[src/lvb_pkg.sv]
// Shared types, constants and label tables for the label/value block parser.
package lvb_pkg;

  // Default limits on stored label and value characters
  localparam int MAX_VALUE_CHARS_DEF = 31;
  localparam int MAX_LABEL_CHARS_DEF = 31;

  // Label candidates: V, I, VS, SOC, TTG, Checksum
  localparam int CAND_COUNT    = 6;
  localparam int CAND_CHECKSUM = 5;
  localparam int CAND_CHARS    = 8;

  // Value slots, in candidate order
  localparam int SLOT_COUNT = 5;
  localparam int SLOT_V     = 0;
  localparam int SLOT_I     = 1;
  localparam int SLOT_VS    = 2;
  localparam int SLOT_SOC   = 3;
  localparam int SLOT_TTG   = 4;

  typedef logic [7:0] char_t;

  localparam char_t CH_NUL   = 8'h00;
  localparam char_t CH_TAB   = 8'h09;
  localparam char_t CH_LF    = 8'h0A;
  localparam char_t CH_VT    = 8'h0B;
  localparam char_t CH_FF    = 8'h0C;
  localparam char_t CH_CR    = 8'h0D;
  localparam char_t CH_SP    = 8'h20;
  localparam char_t CH_PLUS  = 8'h2B;
  localparam char_t CH_MINUS = 8'h2D;
  localparam char_t CH_0     = 8'h30;
  localparam char_t CH_9     = 8'h39;

  localparam char_t CAND_TEXT [CAND_COUNT][CAND_CHARS] = '{
    '{"V", CH_NUL, CH_NUL, CH_NUL, CH_NUL, CH_NUL, CH_NUL, CH_NUL},
    '{"I", CH_NUL, CH_NUL, CH_NUL, CH_NUL, CH_NUL, CH_NUL, CH_NUL},
    '{"V", "S", CH_NUL, CH_NUL, CH_NUL, CH_NUL, CH_NUL, CH_NUL},
    '{"S", "O", "C", CH_NUL, CH_NUL, CH_NUL, CH_NUL, CH_NUL},
    '{"T", "T", "G", CH_NUL, CH_NUL, CH_NUL, CH_NUL, CH_NUL},
    '{"C", "h", "e", "c", "k", "s", "u", "m"}
  };

  localparam logic [3:0] CAND_LEN [CAND_COUNT] = '{4'd1, 4'd1, 4'd2, 4'd3, 4'd3, 4'd8};

  localparam logic [31:0] MAG_LIMIT   = 32'h8000_0000;
  localparam logic [31:0] POS_MAX     = 32'h7FFF_FFFF;
  localparam logic [31:0] TTG_UNKNOWN = 32'hFFFF_FFFF;

  typedef enum logic [1:0] {
    PH_LABEL = 2'd0,
    PH_VALUE = 2'd1,
    PH_CHECK = 2'd2
  } parse_phase_t;

  typedef enum logic [1:0] {
    NUM_WS   = 2'd0,
    NUM_DIG  = 2'd1,
    NUM_DONE = 2'd2
  } num_phase_t;

  // Block result handed from the parser to the output stage
  typedef struct packed {
    logic                         ok;
    logic                         valid;
    logic [SLOT_COUNT-1:0][31:0]  vals;
  } lvb_blk_t;

endpackage

[src/lvb_in_if.sv]
// Input channel: one received byte per beat.
interface lvb_in_if;
  logic       valid;
  logic       ready;
  logic [7:0] rx_byte;

  modport source (output valid, output rx_byte, input ready);
  modport sink (input valid, input rx_byte, output ready);
endinterface

[src/lvb_out_if.sv]
// Output channel: one block result per beat.
interface lvb_out_if;
  logic               valid;
  logic               ready;
  logic               block_ok;
  logic               data_valid;
  logic signed [31:0] voltage_mv;
  logic signed [31:0] current_ma;
  logic signed [31:0] starter_mv;
  logic signed [31:0] soc_permille;
  logic signed [31:0] time_to_go_min;
  logic signed [63:0] power_uw;

  modport source (output valid, output block_ok, output data_valid, output voltage_mv,
                  output current_ma, output starter_mv, output soc_permille,
                  output time_to_go_min, output power_uw, input ready);
  modport sink (input valid, input block_ok, input data_valid, input voltage_mv,
                input current_ma, input starter_mv, input soc_permille,
                input time_to_go_min, input power_uw, output ready);
endinterface

[src/lvb_parser.sv]
// Byte parser: label match, number parse, running sum, pending and kept values.
module lvb_parser
  import lvb_pkg::*;
#(
  parameter int MAX_VALUE_CHARS = MAX_VALUE_CHARS_DEF,
  parameter int MAX_LABEL_CHARS = MAX_LABEL_CHARS_DEF
) (
  input  logic     clk,
  input  logic     rst,
  input  logic     take,
  input  char_t    rx_byte,
  input  logic     b_ready,
  output logic     a_valid,
  output lvb_blk_t blk
);

  localparam int LW = $clog2(MAX_LABEL_CHARS + 1);
  localparam int VW = $clog2(MAX_VALUE_CHARS + 1);

  // Value slots after reset: all zero, time to go unknown
  localparam logic [SLOT_COUNT-1:0][31:0] VALS_INIT =
    (SLOT_COUNT*32)'(TTG_UNKNOWN) << (SLOT_TTG*32);

  parse_phase_t                 parse_phase, parse_phase_next;
  logic [LW-1:0]                label_len, label_len_next;
  logic [CAND_COUNT-1:0]        label_match, label_match_next;
  num_phase_t                   num_phase, num_phase_next;
  logic                         num_negative, num_negative_next;
  logic [31:0]                  num_accum, num_accum_next;
  logic [VW-1:0]                value_len, value_len_next;
  logic [7:0]                   running_sum, running_sum_next;
  logic [SLOT_COUNT-1:0][31:0]  pending, pending_next;
  logic [SLOT_COUNT-1:0]        present, present_next;
  logic [SLOT_COUNT-1:0][31:0]  kept, kept_next;
  logic                         kept_valid, kept_valid_next;
  logic                         a_ok;
  logic                         is_check;
  logic                         block_ok;

  logic [7:0]                   sum_add;
  logic [CAND_COUNT-1:0]        exact;
  logic [35:0]                  num_t;
  logic [31:0]                  num_val;
  logic                         digit_go;

  // Byte-independent helpers
  always_comb begin
    sum_add = running_sum + rx_byte;
    for (int k = 0; k < CAND_COUNT; k++) begin
      exact[k] = label_match[k] && (label_len == LW'(CAND_LEN[k]));
    end
    num_t = ({4'b0, num_accum} << 3) + ({4'b0, num_accum} << 1) + {28'b0, rx_byte - CH_0};
    num_val = num_negative ? (32'd0 - num_accum)
                           : ((num_accum > POS_MAX) ? POS_MAX : num_accum);
  end

  // Next state for one accepted byte
  always_comb begin
    parse_phase_next  = parse_phase;
    label_len_next    = label_len;
    label_match_next  = label_match;
    num_phase_next    = num_phase;
    num_negative_next = num_negative;
    num_accum_next    = num_accum;
    value_len_next    = value_len;
    running_sum_next  = sum_add;
    pending_next      = pending;
    present_next      = present;
    kept_next         = kept;
    kept_valid_next   = kept_valid;
    is_check          = 1'b0;
    block_ok          = 1'b0;
    digit_go          = 1'b0;

    case (parse_phase)
      PH_LABEL: begin
        if (rx_byte == CH_TAB) begin
          label_match_next = exact;
          label_len_next   = '0;
          if (exact[CAND_CHECKSUM]) begin
            parse_phase_next = PH_CHECK;
          end else begin
            parse_phase_next  = PH_VALUE;
            num_phase_next    = NUM_WS;
            num_negative_next = 1'b0;
            num_accum_next    = '0;
            value_len_next    = '0;
          end
        end else if (rx_byte == CH_LF) begin
          label_len_next   = '0;
          label_match_next = '1;
        end else if (rx_byte != CH_CR && label_len < LW'(MAX_LABEL_CHARS)) begin
          for (int k = 0; k < CAND_COUNT; k++) begin
            if (label_len >= LW'(CAND_LEN[k]) || CAND_TEXT[k][label_len[2:0]] != rx_byte) begin
              label_match_next[k] = 1'b0;
            end
          end
          label_len_next = label_len + 1'b1;
        end
      end

      PH_VALUE: begin
        if (rx_byte == CH_LF) begin
          for (int k = 0; k < SLOT_COUNT; k++) begin
            if (label_match[k]) begin
              pending_next[k] = num_val;
              present_next[k] = 1'b1;
            end
          end
          num_phase_next    = NUM_WS;
          num_negative_next = 1'b0;
          num_accum_next    = '0;
          value_len_next    = '0;
          parse_phase_next  = PH_LABEL;
          label_len_next    = '0;
          label_match_next  = '1;
        end else if (rx_byte != CH_CR && value_len < VW'(MAX_VALUE_CHARS)) begin
          value_len_next = value_len + 1'b1;
          // atol-style scan: skip blanks, take one sign, then digits
          case (num_phase)
            NUM_WS: begin
              if (rx_byte inside {CH_SP, CH_TAB, CH_LF, CH_VT, CH_FF, CH_CR}) begin
                num_phase_next = NUM_WS;
              end else if (rx_byte == CH_MINUS) begin
                num_phase_next    = NUM_DIG;
                num_negative_next = 1'b1;
              end else if (rx_byte == CH_PLUS) begin
                num_phase_next = NUM_DIG;
              end else begin
                digit_go = 1'b1;
              end
            end
            NUM_DIG:  digit_go = 1'b1;
            default:  num_phase_next = num_phase;
          endcase
          if (digit_go) begin
            if (rx_byte inside {[CH_0:CH_9]}) begin
              num_phase_next = NUM_DIG;
              num_accum_next = (num_t > {4'b0, MAG_LIMIT}) ? MAG_LIMIT : num_t[31:0];
            end else begin
              num_phase_next = NUM_DONE;
            end
          end
        end
      end

      PH_CHECK: begin
        is_check = 1'b1;
        block_ok = (sum_add == 8'd0);
        if (block_ok) begin
          for (int k = 0; k < SLOT_COUNT; k++) begin
            if (present[k]) begin
              kept_next[k] = pending[k];
            end
          end
          kept_valid_next = 1'b1;
        end
        pending_next           = '0;
        pending_next[SLOT_TTG] = TTG_UNKNOWN;
        present_next           = '0;
        running_sum_next       = '0;
        parse_phase_next       = PH_LABEL;
        label_len_next         = '0;
        label_match_next       = '1;
        num_phase_next         = NUM_WS;
        num_negative_next      = 1'b0;
        num_accum_next         = '0;
        value_len_next         = '0;
      end

      default: begin
        parse_phase_next = PH_LABEL;
      end
    endcase
  end

  // Parser state
  always_ff @(posedge clk) begin
    if (rst) begin
      parse_phase           <= PH_LABEL;
      label_len             <= '0;
      label_match           <= '1;
      num_phase             <= NUM_WS;
      num_negative          <= 1'b0;
      num_accum             <= '0;
      value_len             <= '0;
      running_sum           <= '0;
      pending               <= VALS_INIT;
      present               <= '0;
      kept                  <= VALS_INIT;
      kept_valid            <= 1'b0;
    end else if (take) begin
      parse_phase  <= parse_phase_next;
      label_len    <= label_len_next;
      label_match  <= label_match_next;
      num_phase    <= num_phase_next;
      num_negative <= num_negative_next;
      num_accum    <= num_accum_next;
      value_len    <= value_len_next;
      running_sum  <= running_sum_next;
      pending      <= pending_next;
      present      <= present_next;
      kept         <= kept_next;
      kept_valid   <= kept_valid_next;
    end
  end

  // Block result register; kept values hold while it waits
  always_ff @(posedge clk) begin
    if (rst) begin
      a_valid <= 1'b0;
    end else if (take && is_check) begin
      a_valid <= 1'b1;
    end else if (b_ready) begin
      a_valid <= 1'b0;
    end
  end

  always_ff @(posedge clk) begin
    if (take && is_check) begin
      a_ok <= block_ok;
    end
  end

  assign blk = '{ok: a_ok, valid: kept_valid, vals: kept};

endmodule

[src/lvb_out_stage.sv]
// Output register with the power product of the kept voltage and current.
module lvb_out_stage
  import lvb_pkg::*;
(
  input  logic       clk,
  input  logic       rst,
  input  logic       a_valid,
  input  lvb_blk_t   blk,
  output logic       b_ready,
  lvb_out_if.source  tx
);

  logic load;

  assign b_ready = !tx.valid || tx.ready;
  assign load    = a_valid && b_ready;

  // Beat valid
  always_ff @(posedge clk) begin
    if (rst) begin
      tx.valid <= 1'b0;
    end else if (b_ready) begin
      tx.valid <= a_valid;
    end
  end

  // Payload and product
  always_ff @(posedge clk) begin
    if (load) begin
      tx.block_ok       <= blk.ok;
      tx.data_valid     <= blk.valid;
      tx.voltage_mv     <= $signed(blk.vals[SLOT_V]);
      tx.current_ma     <= $signed(blk.vals[SLOT_I]);
      tx.starter_mv     <= $signed(blk.vals[SLOT_VS]);
      tx.soc_permille   <= $signed(blk.vals[SLOT_SOC]);
      tx.time_to_go_min <= $signed(blk.vals[SLOT_TTG]);
      tx.power_uw       <= $signed(blk.vals[SLOT_V]) * $signed(blk.vals[SLOT_I]);
    end
  end

endmodule

[src/label_value_block_parser_core.sv]
// Label/value block parser core: byte input, one result per checksum byte.
//
// Channel rx carries one text byte per beat (rx_byte). Lines are LABEL TAB
// VALUE LF; CR is ignored. Values of V, I, VS, SOC and TTG are parsed as
// signed decimals, saturated to 32 bits, and buffered for the current block.
// After the label "Checksum" the next byte closes the block: if the 8-bit sum
// of all block bytes is zero, the buffered values are committed.
// Channel tx carries one beat per checksum byte: block_ok, data_valid, all kept
// values and power_uw = voltage_mv * current_ma.
// Throughput: one byte per cycle while rx.ready is high. The block register loads at the
// edge that accepts the checksum byte; the multiplier and output register load from
// the block register once tx can take a beat.
// Reset (rst, synchronous) returns the parser to the label phase, clears the
// sum and buffers, sets time to go to -1 and clears the kept valid flag (data_valid).
// When tx stalls, results wait in the two registers; rx keeps taking bytes
// until both are full, then holds ready low until tx takes a beat.
module label_value_block_parser_core
  import lvb_pkg::*;
#(
  parameter int MAX_VALUE_CHARS = MAX_VALUE_CHARS_DEF,
  parameter int MAX_LABEL_CHARS = MAX_LABEL_CHARS_DEF
) (
  input  logic      clk,
  input  logic      rst,
  lvb_in_if.sink    rx,
  lvb_out_if.source tx
);

  logic     a_valid;
  logic     b_ready;
  logic     take;
  lvb_blk_t blk;

  assign rx.ready = !a_valid || b_ready;
  assign take     = rx.valid && rx.ready;

  lvb_parser #(
    .MAX_VALUE_CHARS (MAX_VALUE_CHARS),
    .MAX_LABEL_CHARS (MAX_LABEL_CHARS)
  ) u_parser (
    .clk     (clk),
    .rst     (rst),
    .take    (take),
    .rx_byte (rx.rx_byte),
    .b_ready (b_ready),
    .a_valid (a_valid),
    .blk     (blk)
  );

  lvb_out_stage u_out (
    .clk     (clk),
    .rst     (rst),
    .a_valid (a_valid),
    .blk     (blk),
    .b_ready (b_ready),
    .tx      (tx)
  );

`ifndef SYNTHESIS
  // A committed block always reports the valid flag
  assert property (@(posedge clk) disable iff (rst)
    tx.valid && tx.block_ok |-> tx.data_valid)
    else $error("block_ok without data_valid");

  // The valid flag never drops outside reset
  assert property (@(posedge clk) disable iff (rst)
    !$fell(blk.valid))
    else $error("kept valid flag cleared");

  // A taken beat with nothing queued leaves the output empty
  assert property (@(posedge clk) disable iff (rst)
    tx.valid && tx.ready && !a_valid |=> !tx.valid)
    else $error("result duplicated on output");
`endif

endmodule
[src/flat_wrapper.sv]
// flat-port wrapper written by rule: the top's interface ports become plain ports
module label_value_block_parser_core_flat import lvb_pkg::*;
#(
  parameter int MAX_VALUE_CHARS = MAX_VALUE_CHARS_DEF,
  parameter int MAX_LABEL_CHARS = MAX_LABEL_CHARS_DEF
)
  (clk, rst, rx_valid, rx_rx_byte, rx_ready, tx_valid, tx_block_ok, tx_data_valid, tx_voltage_mv, tx_current_ma, tx_starter_mv, tx_soc_permille, tx_time_to_go_min, tx_power_uw, tx_ready);
  lvb_in_if rx_i ();
  lvb_out_if tx_i ();
  input  logic clk;
  input  logic rst;
  input wire logic [$bits(rx_i.valid)-1:0] rx_valid;
  input wire logic [$bits(rx_i.rx_byte)-1:0] rx_rx_byte;
  output wire logic [$bits(rx_i.ready)-1:0] rx_ready;
  output wire logic [$bits(tx_i.valid)-1:0] tx_valid;
  output wire logic [$bits(tx_i.block_ok)-1:0] tx_block_ok;
  output wire logic [$bits(tx_i.data_valid)-1:0] tx_data_valid;
  output wire logic [$bits(tx_i.voltage_mv)-1:0] tx_voltage_mv;
  output wire logic [$bits(tx_i.current_ma)-1:0] tx_current_ma;
  output wire logic [$bits(tx_i.starter_mv)-1:0] tx_starter_mv;
  output wire logic [$bits(tx_i.soc_permille)-1:0] tx_soc_permille;
  output wire logic [$bits(tx_i.time_to_go_min)-1:0] tx_time_to_go_min;
  output wire logic [$bits(tx_i.power_uw)-1:0] tx_power_uw;
  input wire logic [$bits(tx_i.ready)-1:0] tx_ready;
  assign rx_i.valid = rx_valid;
  assign rx_i.rx_byte = rx_rx_byte;
  assign rx_ready = rx_i.ready;
  assign tx_valid = tx_i.valid;
  assign tx_block_ok = tx_i.block_ok;
  assign tx_data_valid = tx_i.data_valid;
  assign tx_voltage_mv = tx_i.voltage_mv;
  assign tx_current_ma = tx_i.current_ma;
  assign tx_starter_mv = tx_i.starter_mv;
  assign tx_soc_permille = tx_i.soc_permille;
  assign tx_time_to_go_min = tx_i.time_to_go_min;
  assign tx_power_uw = tx_i.power_uw;
  assign tx_i.ready = tx_ready;
  label_value_block_parser_core #(.MAX_VALUE_CHARS(MAX_VALUE_CHARS), .MAX_LABEL_CHARS(MAX_LABEL_CHARS)) u_core (.clk(clk), .rst(rst), .rx(rx_i), .tx(tx_i));
endmodule
[config.mk]
export PLATFORM = sky130hd
export DESIGN_NAME = label_value_block_parser_core_flat
export DESIGN_NICKNAME = d
export VERILOG_FILES = /design/src/lvb_pkg.sv /design/src/lvb_in_if.sv /design/src/lvb_out_if.sv /design/src/lvb_parser.sv /design/src/lvb_out_stage.sv /design/src/label_value_block_parser_core.sv /design/src/flat_wrapper.sv
export SDC_FILE = /design/constraint.sdc
export NUM_CORES = 2
export LEC_CHECK = 0
export ABC_AREA = 1
export BUFFER_PORTS_ARGS = -buffer_cell sky130_fd_sc_hd__buf_2
export CAP_MARGIN = 5
export CORE_ASPECT_RATIO = 0.75
export CORE_UTILIZATION = 40
export CTS_CLUSTER_SIZE = 28
export DETAILED_ROUTE_END_ITERATION = 6
export GPL_TIMING_DRIVEN = 0
export MAX_ROUTING_LAYER = met4
export PLACE_DENSITY_LB_ADDON = 0.2
export SLEW_MARGIN = 10
export SYNTH_ARGS = -nofsm -noshare
export SYNTH_HDL_FRONTEND = slang
export SYNTH_SLANG_ARGS = --single-unit
[constraint.sdc]
create_clock -name clk -period 32.6 [get_ports clk]
set_input_delay 6.52 -clock clk [delete_from_list [all_inputs] [get_ports clk]]
set_output_delay 6.52 -clock clk [all_outputs]
set_load 0.005 [all_outputs]
Word-level counts from Yosys, hierarchy flattened
Memory sizes are Yosys's and may differ from the RTL's. Cells that the tools add are included.

$add $sub $neg: 7. Multipliers: 1. $lt $le $gt $ge: 11. Equal/unequal tests: 45. Mux-type cells: 91. Bitwise operators: 1. Reduce and logical (&&, ||, !) cells: 52.

Operators with widths (count): 2-to-1 mux 32 bit (14); one-hot mux 160 bit (2 select lines) (1); 2-to-1 mux 160 bit (1); 2-to-1 mux 8 bit (13); one-hot mux 32 bit (3 select lines) (1); multiplier 32 x 32 -> 64 bit (1); != test 8 bit (6); 2-to-1 mux 5 bit (9); AND reduction 4 bit (11); == test 8 x 4 -> 1 bit (second input constant) (5); adder 35 x 33 -> 36 bit (1); adder 36 x 8 -> 36 bit (1); greater-than comparator 36 x 32 -> 1 bit (second input constant) (1); AND reduction 5 bit (7); greater-than comparator 32 x 31 -> 1 bit (second input constant) (1); subtractor 1 x 32 -> 32 bit (first input constant) (1); one-hot mux 5 bit (3 select lines) (2); != test 4 bit (second input constant) (7); 2-to-1 mux 1 bit (27); 2-to-1 mux 2 bit (13); == test 8 x 6 -> 1 bit (second input constant) (3); 2-to-1 mux 6 bit (4); one-hot mux 6 bit (3 select lines) (1); != test 2 bit (second input constant) (8); other kinds (37) (69).

Register bits: 616. Memory bits (read-only): 384. Input port bits: 12. Output and inout bits: 228. Word-level logic and storage cells: 254. Memories kept: 6.

Memory list: (no name shown) (words 8, bits a word 8, rd ports 1, clocked after Yosys merged registers in 0, write ports 0, RTL line lvb_parser.sv:94) `if (label_len >= LW'(CAND_LEN[k]) || CAND_TEXT[k][label_len[2:0]] != rx_byte) begin`; (no name shown) (words 8, bits a word 8, rd ports 1, clocked after Yosys merged registers in 0, write ports 0, RTL line lvb_parser.sv:94); (no name shown) (words 8, bits a word 8, rd ports 1, clocked after Yosys merged registers in 0, write ports 0, RTL line lvb_parser.sv:94); (no name shown) (words 8, bits a word 8, rd ports 1, clocked after Yosys merged registers in 0, write ports 0, RTL line lvb_parser.sv:94); (no name shown) (words 8, bits a word 8, rd ports 1, clocked after Yosys merged registers in 0, write ports 0, RTL line lvb_parser.sv:94); (no name shown) (words 8, bits a word 8, rd ports 1, clocked after Yosys merged registers in 0, write ports 0, RTL line lvb_parser.sv:94).

Longest topological paths before layout
Depth after elaboration: 12. Mapped depth: 33.

Hierarchy
A second synthesis with hierarchy kept.

Cell total of the unflattened synthesis: 7933. Area, all modules: 65140.0 um^2.

By module, submodules not included: lvb_out_stage (times used 1, cells each 5200, area each 45503.6 um^2); lvb_parser (times used 1, cells each 2729, area each 19616.3 um^2); label_value_block_parser_core (times used 1, cells each 4, area each 20.0 um^2).

Least setup slack after synthesis
Ideal clock, no wire load.

Kind: input to register. From: input tx_ready. To: register u_core.u_out.tx.block_ok, enable pin. Data arrival time: 17386 ps. Required time: 31713 ps. Setup slack: 14327 ps. Stages on the path: 2. Buffers on the path: 0. Path through: inv_1 > a21oi_1.

Cells in the longest elaborated chain, start to end: 2.

RTL lines: start, declared (RTL line flat_wrapper.sv:24) `input wire logic [$bits(tx_i.ready)-1:0] tx_ready;`; logical OR 1 bit (RTL line lvb_out_stage.sv:15) `assign b_ready = !tx.valid || tx.ready;`; logical AND 1 bit (RTL line lvb_out_stage.sv:16) `assign load = a_valid && b_ready;`; via u_core.u_out.load (RTL line lvb_out_stage.sv:13) `logic load;`; end signal, assigned (RTL line lvb_out_stage.sv:30) `tx.block_ok <= blk.ok;`; end, declared (RTL line lvb_out_if.sv:14) `modport source (output valid, output block_ok, output data_valid, output voltage_mv,`.

The timed path passes the listed nets, and every way through them passes these cells. A chain may end at the register's enable or synchronous reset.

Worst setup path after layout
From: input tx_ready. To: output rx_ready.

Cells in the longest elaborated chain, start to end: 2.

RTL lines: logical OR 1 bit (RTL line lvb_out_stage.sv:15); logical OR 1 bit (RTL line label_value_block_parser_core.sv:34) `assign rx.ready = !a_valid || b_ready;`; end, declared (RTL line flat_wrapper.sv:14) `output wire logic [$bits(rx_i.ready)-1:0] rx_ready;`.

No other way between the ends.

==> flow_summary.yaml <==
timing:
  finalClockSkew_ns: 0.04706
  total_negative_setup_slacks_ns: 0
  worst_slew_pin_slew_ns: 1.473
  fmax_ghz: 0.07375
  min_period_ns: 13.56
  slew_viol_final: 0
  setup_repair_after_global_routing_missed_its_margin: "false"
  final_hold_viol_count: 0
  slew_headroom: 0.01793
  final.period_utilization: 0.4159
  finalSetupViolations: 0
floorplanning:
  initial_core_utilization: 0.4049
  core_region_area_mm2: 0.1555
  std_cell_rows: 125
  die_area_mm2: 0.1590
  die_x_um: 460.0
  top_level_i_o_count: 240
  floorplan.die.height_um: 345.5
setup_path:
  arrival_worst_endpoint_ns: 7.04
  cp_data_required_time_ns: 26.08
  critical_path_peak_fanout: 3
  crit_type: "in -> out"
  setup.worst_path.start: "tx_ready"
  crit-reg2reg-launch: "u_core.u_parser.blk[63]"
  crit_path_start_kind: "primary input"
  rrSetupSlack_ns: 22.19
  critPathCaptureType: "primary output"
pwr:
  p_switching_mw: 0.4666
  design_internal_power_mw: 1.342
  powerDensity_mw_per_mm2: 26.03
  p_leak_nw: 36.55
  share_of_total_power_in_the_clock_network: 0.468
  power.share.switching: 0.2580
  max-vdd-ir-drop_uv: 34.70
  power_frac_comb: 0.069
  seq_power_share: 0.463
yosys:
  synth_sequential_area_ratio: 0.2320
  synth_cell_type_count: 60
  synthesis.area_mm2: 0.06294
  mappedNetlistNets: 8850
  ys.warnings.count: 0
  synthesis.area_per_instance_um2: 8.409
  postSynth.topFlopCell: "dfxtp_1"
  syn-instance-count: 7485
  synth_edf_count: 227
  synth_async_sr_flop_share: 0
  synth_seq_cells: 616
cts:
  cts.sink_count: 616
  h-tree-depth: 3
  clk-insertion-delay-late_ns: 0.71
  cts_repair_resize_count: 0
  ctsRootBufferMaster: "clkbuf_16"
  clock_path_buffers: 3
  path_clk_slew_ns: 0.06
  cts_hold_repair.buffers: 0
  clock_tree_from_tritoncts: "yes"
  cts_setup_buffers: 0
  clock_buffers_created_by_tritoncts: 69
final_layout:
  layout.cells.most_common_list: "1771 x inv_1, 1699 x nand2_1, 1088 x fa_1"
  finalNonFillerCells: 9969
  number_of_nets_in_the_layout: 9169
  final_layout_size_suffix_gt1_frac: 0.05865
  area.growth.synth_to_final_pct: 10.38
  layout_commonest_cell: "inv_1"
  fill_cells: 15695
drt:
  drt.antenna.violating_nets: 0
  remaining_drc_errors: 0
  routedWlPerCell_um: 25.22
  firstDrtPassIters: 6
  dr_total_vias: 52256
  drt_wl_total_mm: 251.4
  detailedRoute.firstIterationViolations: 6312
  vias_per_cell: 5.242
placement:
  buffer_ports.inserted: 238
  place.detailed.instances: 9828
  hpwlAfterDp_mm: 208.7
  globalplace.congestion: 1.034
global_route:
  via_count_of_the_first_global_routing_pass: 51951
  grt_antenna_before_repair: 16
  grt_pass1_wl_mm: 363.6
  grt_max_degree: 28
  groute.usage.overall: 0.3296
  gr-total-overflow: 0
hold_path:
  hold_start: "u_core.u_parser.blk[108]"
  min_path_type: "reg -> reg"
outcome:
  run_status: "complete, no violations"
run:
  drv_cap: 0
cell families after synthesis:
kind of cell,after synthesis,share of synthesized area
AO/OA/AOI/OAI,905,0.07628
XOR/XNOR,94,0.01308
adder cells (fa/ha/maj),1353,0.3988
buffers and inverters,2181,0.1318
flip-flops,616,0.2320
multiplexers,1,0.0001590
AND/OR/NAND/NOR,2335,0.1478
layer usage:
metal  part of all wire  wire (um)  global-route usage  vias up
met3               0.12      30480             0.09149      386
met4              0.037       9307              0.1027        0
met5                  0          0                   -        -
li1                   -          -                   -    22953
met1               0.45     113900              0.4855    26258
met2               0.39      97770              0.4306     2659
final timing paths:
path,endpoint,cells after the start
setup / recovery,rx_ready,4
hold / removal,u_core.u_out.tx.soc_permille[12],0
setup reg to reg,u_core.u_out.tx.power_uw[58],24
hold reg to reg,u_core.u_out.tx.soc_permille[12],0
sequential cells by signal, summed over array words and instances, names as in the netlist:
register                        cells
u_core.u_out.tx.current_ma         32
u_core.u_parser.pending           160
u_core.u_parser.running_sum         8
u_core.u_out.tx.valid               1
u_core.u_out.tx.data_valid          1
u_core.u_parser.parse_phase         2
u_core.u_parser.value_len           5
u_core.u_parser.label_len           5
u_core.u_out.tx.power_uw           64
u_core.u_parser.a_valid             1
u_core.u_out.tx.voltage_mv         32
u_core.u_out.tx.starter_mv         32
u_core.u_parser.num_negative        1
u_core.u_out.tx.time_to_go_min     32
u_core.u_parser.num_phase           2
u_core.u_parser.num_accum          32
u_core.u_parser.label_match         6
u_core.u_out.tx.soc_permille       32
u_core.u_parser.blk               160
u_core.u_out.tx.block_ok            1
u_core.u_parser.kept_valid          1
u_core.u_parser.present             5
u_core.u_parser.a_ok                1
stage by stage:
stage                     setup slack [ns]  power, mW  area [um2]  hold slack [ns]    util
after global routing                 18.98      1.863       69470           0.4297  0.4468
after detailed placement             19.03     0.9736       67000           0.4088  0.4310
after global placement               8.093     0.9742       66750           0.4084  0.4294
after floorplan                      14.33     0.9281       62940           0.4003       -
final                                19.04      1.808       69470           0.4149  0.4469
after CTS                            19.03      1.819       69430           0.4181  0.4466
cell type report:
type	count	area, um2	area share
inverters	1781	6685	0.09623
clock inverters	36	529.3	0.007618
clock buffers	91	1903	0.02739
well taps	2095	2621	0.03773
multi-input cells	4688	40060	0.5766
diodes	14	35.03	0.0005043
repair buffers	248	1421	0.02046
plain buffers	400	1617	0.02327
flip-flops and latches	616	14600	0.2102
worst max-delay path, stage by stage:
cell and delay (ns):
buf_2 0.10, inv_1 0.12, nand3_1 0.14, buf_2 0.16
cells in the mapped netlist, types with 4 or more instances:
library cell  instances  area [um2]
buf_2                41       205.2
nand2_1            1699        6377
o22ai_1              21       131.4
nor2_1              338        1269
or2_2                15       93.84
o211ai_1             13       97.59
nor4_1                8       50.05
o21ai_0             349        1747
o21a_1                9       67.56
nand3b_1              4       30.03
a21boi_0              8       60.06
nand4_1              34       212.7
inv_1              1771        6648
edfxtp_1            227        6817
buf_4                11       82.58
xnor2_1              36       315.3
a211oi_1              7       52.55
nand3_1             184       920.9
xor2_1               58       508.0
a21oi_1             439        2197
a31oi_1              15       93.84
dfxtp_1             389        7787
and2_1                5       31.28
fa_1               1089       21800
a21o_1               14       105.1
inv_2                 9       33.78
clkbuf_1            345        1295
nor3_1               30       150.1
ha_1                264        3303
o21bai_1              4       30.03
power groups by stage:
stage / logic [mW] / registers [mW] / clock network (mW)
2_1_floorplan: 0.0780 / 0.850 / 0
3_3_place_gp: 0.117 / 0.858 / 0
3_5_place_dp: 0.121 / 0.853 / 0
4_1_cts: 0.121 / 0.837 / 0.861
5_1_grt: 0.137 / 0.839 / 0.887
6_report: 0.125 / 0.837 / 0.846
Note: power is estimated with default switching activity, not from simulation.
